==> src/hw/rtl/br4m_pkg.sv <==
`default_nettype none
// ----------------------------------------------------------------------------
// Radix-4 Booth multiplier package
// Widths, Booth digit decoding and the carry-save compressor functions that
// the multiplier uses.
// ----------------------------------------------------------------------------
package br4m_pkg;

  localparam int unsigned OpWidth   = 32;
  localparam int unsigned ProdWidth = 2 * OpWidth;
  localparam int unsigned NumDigits = OpWidth / 2 + 1;
  localparam int unsigned PpWidth   = OpWidth + 1;
  localparam int unsigned RowWide   = ProdWidth + 3;

  typedef logic [ProdWidth-1:0] row_t;

  typedef enum logic [1:0] {
    MagZero = 2'd0,
    MagOne  = 2'd1,
    MagTwo  = 2'd2
  } mag_e;

  typedef struct packed {
    logic neg;
    mag_e mag;
  } digit_t;

  typedef struct packed {
    row_t s;
    row_t c;
  } csa_t;

  // Sign-magnitude digit for one overlapping 3-bit window of the multiplier.
  function automatic digit_t booth_digit(logic [2:0] win);
    digit_t d;
    unique case (win)
      3'b000:  d = '{neg: 1'b0, mag: MagZero};
      3'b001:  d = '{neg: 1'b0, mag: MagOne};
      3'b010:  d = '{neg: 1'b0, mag: MagOne};
      3'b011:  d = '{neg: 1'b0, mag: MagTwo};
      3'b100:  d = '{neg: 1'b1, mag: MagTwo};
      3'b101:  d = '{neg: 1'b1, mag: MagOne};
      3'b110:  d = '{neg: 1'b1, mag: MagOne};
      3'b111:  d = '{neg: 1'b0, mag: MagZero};
      default: d = '{neg: 1'b0, mag: MagZero};
    endcase
    return d;
  endfunction

  function automatic csa_t csa32(row_t a, row_t b, row_t c);
    csa_t r;
    r.s = a ^ b ^ c;
    r.c = ((a & b) | (a & c) | (b & c)) << 1;
    return r;
  endfunction

  // 4:2 compressor built from two chained full-adder rows.
  function automatic csa_t csa42(row_t a, row_t b, row_t c, row_t d);
    row_t t;
    row_t x;
    csa_t r;
    t   = ((b & c) | (b & d) | (c & d)) << 1;
    x   = a ^ b ^ c ^ d;
    r.s = x ^ t;
    r.c = ((a & ~x) | (t & x)) << 1;
    return r;
  endfunction

endpackage
`default_nettype wire

==> src/hw/rtl/br4m_ppgen.sv <==
`default_nettype none
// ----------------------------------------------------------------------------
// Booth partial product generator
// Recodes the multiplier into radix-4 digits and forms the aligned partial
// product rows with sign-extension and negation correction bits.
// ----------------------------------------------------------------------------
module br4m_ppgen (
  input  wire logic [br4m_pkg::OpWidth-1:0]                 mplier_i,
  input  wire logic [br4m_pkg::OpWidth-1:0]                 mcand_i,
  output br4m_pkg::row_t [br4m_pkg::NumDigits-1:0]          rows_o
);

  localparam int unsigned PadWidth = 2 * br4m_pkg::NumDigits + 1;

  logic [PadWidth-1:0] padded;

  assign padded = {(PadWidth - br4m_pkg::OpWidth - 1)'(0), mplier_i, 1'b0};

  always_comb begin
    br4m_pkg::digit_t                 dig;
    logic [br4m_pkg::PpWidth-1:0]     pp;
    logic [br4m_pkg::RowWide-1:0]     wide;
    logic                             prev_neg;
    prev_neg = 1'b0;
    for (int k = 0; k < br4m_pkg::NumDigits; k++) begin
      dig = br4m_pkg::booth_digit(padded[2*k +: 3]);
      case (dig.mag)
        br4m_pkg::MagTwo: pp = {mcand_i, 1'b0};
        br4m_pkg::MagOne: pp = {1'b0, mcand_i};
        default:          pp = '0;
      endcase
      if (dig.neg) begin
        pp = ~pp;
      end
      wide = br4m_pkg::RowWide'(pp) << (2 * k);
      if (k == 0) begin
        wide[br4m_pkg::PpWidth]     = dig.neg;
        wide[br4m_pkg::PpWidth + 1] = dig.neg;
        wide[br4m_pkg::PpWidth + 2] = ~dig.neg;
      end else begin
        // If the previous row was inverted, its +1 lands two bits below this row.
        wide[2*k - 2]                     = prev_neg;
        wide[2*k + br4m_pkg::PpWidth]     = ~dig.neg;
        wide[2*k + br4m_pkg::PpWidth + 1] = 1'b1;
      end
      rows_o[k] = wide[br4m_pkg::ProdWidth-1:0];
      prev_neg  = dig.neg;
    end
  end

endmodule
`default_nettype wire

==> src/hw/rtl/booth_radix4_multiplier.sv <==
`default_nettype none
// ----------------------------------------------------------------------------
// Radix-4 Booth multiplier, 32 x 32 -> 64 unsigned
// Three-stage pipeline: Booth rows and first compressor level, remaining
// compressor tree, final carry-propagate adder.
// ----------------------------------------------------------------------------
// Usage:
//   The slave stream takes one operand pair per item: tdata holds the
//   multiplier in bits 31:0 and the multiplicand in bits 63:32. The master
//   stream returns the 64-bit unsigned product in tdata, one item for each
//   accepted pair, in order.
//   The product passes through the stage registers l1_q and r16_q, fs_q and
//   fc_q, and prod_q, then shows valid on the master side. One pair can be
//   accepted every cycle while the receiver takes products; each of the three
//   stages passes its item on whenever the stage after it can take it.
//   Each stage has its own valid bit and holds when the stage after it is
//   full and stalled, so bubbles close up while the receiver stalls and the
//   block keeps taking items until all three stages are full. A held
//   product stays stable on the master side until it is taken.
//   Reset clears all valid bits; the block then accepts at once.
// ----------------------------------------------------------------------------
module booth_radix4_multiplier (
  input  wire logic        clk_i,
  input  wire logic        rst_ni,
  input  wire logic        s_axis_tvalid_i,
  output      logic        s_axis_tready_o,
  // [31:0] multiplier_in, [63:32] multiplicand_in
  input  wire logic [63:0] s_axis_tdata_i,
  output      logic        m_axis_tvalid_o,
  input  wire logic        m_axis_tready_i,
  // [63:0] product_out
  output      logic [63:0] m_axis_tdata_o
);

  localparam int unsigned Ow = br4m_pkg::OpWidth;

  br4m_pkg::row_t [br4m_pkg::NumDigits-1:0] rows;

  br4m_pkg::row_t [7:0] l1_d, l1_q;
  br4m_pkg::row_t       r16_q;
  br4m_pkg::row_t       fs_d, fs_q, fc_d, fc_q;
  br4m_pkg::row_t       prod_q;
  logic                 v1_q, v2_q, v3_q;
  logic                 en1, en2, en3;

  br4m_ppgen u_ppgen (
    .mplier_i (s_axis_tdata_i[Ow-1:0]),
    .mcand_i  (s_axis_tdata_i[2*Ow-1:Ow]),
    .rows_o   (rows)
  );

  assign en3 = ~v3_q | m_axis_tready_i;
  assign en2 = ~v2_q | en3;
  assign en1 = ~v1_q | en2;

  assign s_axis_tready_o = en1;
  assign m_axis_tvalid_o = v3_q;
  assign m_axis_tdata_o  = prod_q;

  always_comb begin
    br4m_pkg::csa_t r;
    for (int i = 0; i < 4; i++) begin
      r = br4m_pkg::csa42(rows[4*i], rows[4*i+1], rows[4*i+2], rows[4*i+3]);
      l1_d[2*i]   = r.s;
      l1_d[2*i+1] = r.c;
    end
  end

  always_comb begin
    br4m_pkg::csa_t a;
    br4m_pkg::csa_t b;
    br4m_pkg::csa_t c;
    br4m_pkg::csa_t f;
    a    = br4m_pkg::csa42(l1_q[0], l1_q[1], l1_q[2], l1_q[3]);
    b    = br4m_pkg::csa42(l1_q[4], l1_q[5], l1_q[6], l1_q[7]);
    c    = br4m_pkg::csa42(a.s, a.c, b.s, b.c);
    f    = br4m_pkg::csa32(c.s, c.c, r16_q);
    fs_d = f.s;
    fc_d = f.c;
  end

  always_ff @(posedge clk_i or negedge rst_ni) begin
    if (!rst_ni) begin
      v1_q <= 1'b0;
      v2_q <= 1'b0;
      v3_q <= 1'b0;
    end else begin
      if (en1) begin
        v1_q <= s_axis_tvalid_i;
      end
      if (en2) begin
        v2_q <= v1_q;
      end
      if (en3) begin
        v3_q <= v2_q;
      end
    end
  end

  always_ff @(posedge clk_i) begin
    if (en1 && s_axis_tvalid_i) begin
      l1_q  <= l1_d;
      r16_q <= rows[br4m_pkg::NumDigits-1];
    end
    if (en2 && v1_q) begin
      fs_q <= fs_d;
      fc_q <= fc_d;
    end
    if (en3 && v2_q) begin
      prod_q <= fs_q + fc_q;
    end
  end

endmodule
`default_nettype wire

==> config.mk <==
export PLATFORM = sky130hd
export DESIGN_NAME = booth_radix4_multiplier
export DESIGN_NICKNAME = d
export VERILOG_FILES = /design/src/hw/rtl/br4m_pkg.sv /design/src/hw/rtl/br4m_ppgen.sv /design/src/hw/rtl/booth_radix4_multiplier.sv
export SDC_FILE = /design/constraint.sdc
export NUM_CORES = 2
export LEC_CHECK = 0
export ABC_CLOCK_PERIOD_IN_PS = 16500
export BUFFER_PORTS_ARGS = -buffer_cell sky130_fd_sc_hd__buf_4
export CAP_MARGIN = 20
export CORE_MARGIN = 3
export CORE_UTILIZATION = 60
export DETAILED_ROUTE_END_ITERATION = 16
export PLACE_DENSITY_LB_ADDON = 0.1
export SLEW_MARGIN = 25
export SYNTH_ARGS = -nofsm -noshare
export SYNTH_HDL_FRONTEND = slang
export SYNTH_HIERARCHICAL = 1
export SYNTH_SLANG_ARGS = --single-unit
==> constraint.sdc <==
create_clock -name clk_i -period 16.5 [get_ports clk_i]
set_clock_uncertainty 0.1 [all_clocks]
set_input_delay 0.825 -clock clk_i [delete_from_list [all_inputs] [get_ports clk_i]]
set_output_delay 0.825 -clock clk_i [all_outputs]
set_load 0.02 [all_outputs]
* Word level (Yosys, flattened, before mapping)
Memory sizes are Yosys's and may differ from the RTL's. Index checks and enable logic that the tools add are counted.
Storage, ports and cells: register bits after elaboration 693, ROM bits 408, input bits 68, output and inout bits 66, word-level logic and storage cells 241, memories 17
Cells by class: add/subtract/negate cells 1, equality and inequality tests 34, multiplexer cells 34, bitwise operators 137, reductions and logical operators 3
Memories:
- (name not given) | depth 8, bits a word 3, read ports 1, clocked after Yosys merged registers in 0, write ports 0, line br4m_pkg.sv:36 | unique case (win)
- (name not given) | depth 8, bits a word 3, read ports 1, clocked after Yosys merged registers in 0, write ports 0, line br4m_pkg.sv:36
- (name not given) | depth 8, bits a word 3, read ports 1, clocked after Yosys merged registers in 0, write ports 0, line br4m_pkg.sv:36
- (name not given) | depth 8, bits a word 3, read ports 1, clocked after Yosys merged registers in 0, write ports 0, line br4m_pkg.sv:36
- (name not given) | depth 8, bits a word 3, read ports 1, clocked after Yosys merged registers in 0, write ports 0, line br4m_pkg.sv:36
- (name not given) | depth 8, bits a word 3, read ports 1, clocked after Yosys merged registers in 0, write ports 0, line br4m_pkg.sv:36
- +11 memories
Operator list (number):
- $pmux 33 s2 | 16
- $and 63x63->63 | 16
- $or 63x63->63 | 14
- $xor 64x64->64 | 12
- $mux 33 | 16
- $not 33->33 | 16
- $not 63->63 | 4
- $and 61x63->63 | 2
- $add 64x64->64 | 1
- $pmux 32 s2 | 1
- $xor 42x64->64 | 1
- $xor 58x64->64 | 1
- $xor 63x64->64 | 1
- $xor 64x50->64 | 1
- $and 36x63->63 | 1
- $and 42x63->63 | 1
- $and 43x63->63 | 1
- $and 50x63->63 | 1
- $and 51x63->63 | 1
- $and 58x63->63 | 1
- $and 59x63->63 | 1
- $and 63x50->63 | 1
- $not 41->63 | 1
- $not 49->63 | 1
- other kinds (43) | 97

* Logic depth before layout (Yosys ltp)
depth after elaboration 15, gate-level depth with buffers 13

* By module
The synthesis kept the hierarchy.
By module, submodules not included:
- booth_radix4_multiplier | instances 1, cells each 4861, area an instance 54702.5 sq um, seq. area each 22987.0 sq um
- br4m_ppgen | instances 1, cells each 2392, area an instance 17219.0 sq um, seq. area each 0.0 sq um

* Least setup slack after synthesis
No wires, ideal clock.
kind input to register, start point in m_axis_tready_i, end point reg l1_q[0] (netlist bit), enable pin, setup time 1.009 ns, arrival 14.032 ns, data required time 15.391 ns, path slack 1.359 ns, stages on the path 3, path buffers 0, path through nor2b_1 -> nand3_1 -> and2_1
Between the ends: longest elaborated chain between the ends 4
Ends and longest elaborated chain:
- from (decl) | line booth_radix4_multiplier.sv:30 | input wire logic m_axis_tready_i,
- $or 1x1->1 | line booth_radix4_multiplier.sv:52 | assign en3 = ~v3_q | m_axis_tready_i;
- $or 1x1->1 | line booth_radix4_multiplier.sv:53 | assign en2 = ~v2_q | en3;
- $or 1x1->1 | line booth_radix4_multiplier.sv:54 | assign en1 = ~v1_q | en2;
- net s_axis_tready_o | line booth_radix4_multiplier.sv:26 | output logic s_axis_tready_o,
- $logic_and 1x1->1 | line booth_radix4_multiplier.sv:101 | if (en1 && s_axis_tvalid_i) begin
- to (signal assigned) | line booth_radix4_multiplier.sv:102 | l1_q <= l1_d;
- to (decl) | line booth_radix4_multiplier.sv:39 | br4m_pkg::row_t [7:0] l1_d, l1_q;
The timed path passes the listed nets, and every way through them passes these cells. A chain may end at the register's enable or synchronous reset.

* Final worst setup path
start point reg v3_q (netlist: m_axis_tvalid_o), end point reg l1_q[490] (netlist bit), enable pin
Between the ends: longest elaborated chain between the ends 5
Ends and longest elaborated chain:
- from (decl) | line booth_radix4_multiplier.sv:43 | logic v1_q, v2_q, v3_q;
- from (signal assigned) | line booth_radix4_multiplier.sv:95 | v3_q <= v2_q;
- $not 1->1 | line booth_radix4_multiplier.sv:52
- $or 1x1->1 | line booth_radix4_multiplier.sv:52
- $or 1x1->1 | line booth_radix4_multiplier.sv:53
- $or 1x1->1 | line booth_radix4_multiplier.sv:54
- $logic_and 1x1->1 | line booth_radix4_multiplier.sv:101
No other way between the ends.

==> summary.md <==
| Metric | Value |
|---|---|
| Status | complete, no violations |
| WL/cell | 19.5 microns |
| Crit path time final | 4.85 ns |
| Initial antenna violation count | 11 |
| CTS resizes | 0 |
| 1st-iter DRT viols | 3,650 |
| Site Rows | 126 |
| Critical Path AT | 5.05 ns |
| Distinct cells, synth | 76 |
| TritonRoute pass-1 iters | 6 |
| Crit path top cell by count | buf_4 |
| Top_reg_cell synth | edfxtp_1 |
| Critical Path Sink Type | flop |
| Die Y | 352 microns |
| Multi-input logic area | 0.0439 sq mm |
| Post-CTS Setup Bufs | 0 |
| Synth top area cells | edfxtp_1 32%, xnor2_1 24%, maj3_1 8.1% |
| Sink Count | 766 |
| Worst-Skew Late Latency | 0.68 ns |
| Port bufs | 133 |
| Worst-path maximum fanout | 64 |
| Final setup fails | 0 |
| Synth Instances | 7,253 |
| Drt total wl | 172,000 microns |
| Reg area | 0.0230 sq mm |
| Die Span X | 352 microns |
| Worst slew pin tran | 1.13 ns |
| PD cells | 210 mW/mm^2 |
| Largest net degree at the start of global routing | 75 |
| CTS tree | built |
| Register area share after synthesis | 32.0% |
| Hold WC Path Type | in -> reg |
| RSZ-0062 raised after global routing | false |
| Max-slew violations | 0 |
| Lkg Pwr | 0.0266 uW |
| Commonest non-fill, non-tap cell in the layout | xnor2_1 |
| ANT nets after route | 0 |
| Crit path cell chain | nor2b_1 > nand3_1 > and2_4 > buf_4 > buf_4 > buf_4 > buf_4 |
| Remaining Overflow, GRT | 0 |
| Pwr Total | 15,700 uW |
| # IOs | 134 |
| Drt drc | 0 |
| Number of vias per cell | 5.51 |
| Hold-fix buffers, CTS | 1 |
| Final HPWL DP | 121,000 microns |
| CP peak stage delay | 0.80 ns |
| Dominant cell type by area after synthesis | edfxtp_1 |
| Max Fclk | 206 MHz |
| Mapped Area | 0.0719 sq mm |
| Tot GR Track Use | 27.2% |
| Gp weighted congestion | 0.876 |
| Crit path required time | 16.70 ns |
| Fin crit share | 29.4% |
| CTS Buffer Depth | 3 |
| Placed Instance Area | 0.0718 sq mm |
| Post-layout instance area | 0.0748 sq mm |
| Clock slew at reported path FFs | 0.06 ns |
| Hold Vio Cnt, Final | 0 |
| Total CTS buffers | 93 |
| Area grow syn2layout | 4.02% |
| Share of the synthesized area in the top cell type | 31.9% |
| Die ar. | 0.124 sq mm |
| H-tree levels | 3 |
| Ys Warns | 6 |
| Share of cells above drive strength 1 | 6.82% |
| Leading cell types in the layout, fill and taps excluded | 1,968 x xnor2_1, 763 x edfxtp_1, 584 x maj3_1 |
| Synth async-reset ratio | 0.392% |
| Syn avg cell area | 9.92 sq um |
| CP Class | reg -> reg |
| Slowest-stage cell, CP | buf_4 |
| # Max-Cap Violations | 0 |
| Core ar. | 0.119 sq mm |
| Root Buffer | clkbuf_16 |
| Starting density of the core | 60.7% |
| Vias in the first global route | 48.1k |
| Number of synthesized flops with an enable pin | 763 |
| Fill count | 9,764 |
| Setup tns final | 0 ns |
| Peak VDD IR | 0.000120 V |
| Max-slew headroom | 24.9% |
| Flops & latches, synth | 766 |
| CP startpoint kind | flop |
| Final net count | 7,456 |
| First-pass GRT wire length | 266,000 microns |
| Routed vias | 48.8k |
==> routing by layer <==
metal	wire [microns]	vias to the layer above	track usage, %
li1	-	23300	-
met1	68700	23600	33.3
met2	84100	1668	47.7
met3	12000	342	4.02
met4	7520	0	11.5
met5	0	-	0
==> where the power goes <==
group	switching [uW]	leakage, uW	internal (uW)	total (uW)
Clock	836	0.00142	1160	1990
Sequential	327	0.00746	3570	3900
Combinational	5440	0.0178	4400	9850
==> state kept, by name (all words and copies together), names as in the netlist <==
register         flops
fc_q                63
v2_q                 1
fs_q                64
m_axis_tvalid_o      1
r16_q               64
m_axis_tdata_o      64
v1_q                 1
l1_q               508
==> final timing paths <==
check | from | end | slack [ns] | depth (start not counted)
max | m_axis_tvalid_o | l1_q[490] | 11.65 | 7
min | s_axis_tvalid_i | v1_q | 0.27 | 2
max reg2reg | m_axis_tvalid_o | l1_q[490] | 11.65 | 7
min reg2reg | fs_q[0] | m_axis_tdata_o[0] | 0.32 | 0
max in group asynchronous | rst_ni | v1_q | 15.82 | 2
min in group asynchronous | rst_ni | m_axis_tvalid_o | 0.39 | 2
==> Yosys cell counts, types with 15 or more instances <==
master,instances
a21o_1,36
a21oi_1,86
a22oi_1,379
a22oi_2,87
and2_1,38
buf_1,18
buf_2,237
buf_4,516
buf_6,28
clkbuf_1,44
edfxtp_1,763
fa_1,63
ha_1,141
inv_1,364
maj3_1,584
mux2_2,15
nand2_1,399
nand2b_1,45
nand3_1,39
nor2_1,536
nor2b_1,19
o21a_1,274
o21ai_0,36
o21ai_1,36
xnor2_1,1968
xor2_1,359
==> critical path, delay by kind of cell (launching register included) <==
| kind | cells | cell delay [ns] |
|---|---|---|
| buf+inv | 4 | 2.93 |
| simple gates | 3 | 0.83 |
| flops | 1 | 0.39 |
==> kinds of logic after synthesis <==
logic type      share of synthesized area, %
compound gates                          10.7
xor+xnor                                28.3
fa+ha+maj                               12.3
buf+inv                                 9.76
flops                                   32.0
mux                                    0.249
other cells                           0.0104
simple gates                            6.66
==> area by class of cell <==
class	instances	area share [%]
Antenna cell	3	0.0100
Clock buffer	114	3.27
Clock inverter	54	0.605
Inverter	373	1.88
Multi-Input combinational cell	5763	58.7
Sequential cell	766	30.7
Tap cell	1600	2.68
Timing Repair Buffer	187	2.12
==> per-stage QoR <==
step | setup WS (ns) | hold slack (ns) | std cells | utilization, %
2_1_floorplan | 1.36 | 0.300 | 7745 | -
3_3_place_gp | 11.24 | 0.303 | 8676 | 60.4
3_5_place_dp | 11.16 | 0.312 | 8684 | 60.6
4_1_cts | 11.59 | 0.221 | 8853 | 63.0
5_1_grt | 11.35 | 0.239 | 8858 | 63.1
6_report | 11.65 | 0.266 | 8860 | 63.1
Note: power is estimated with default switching activity, not from simulation.
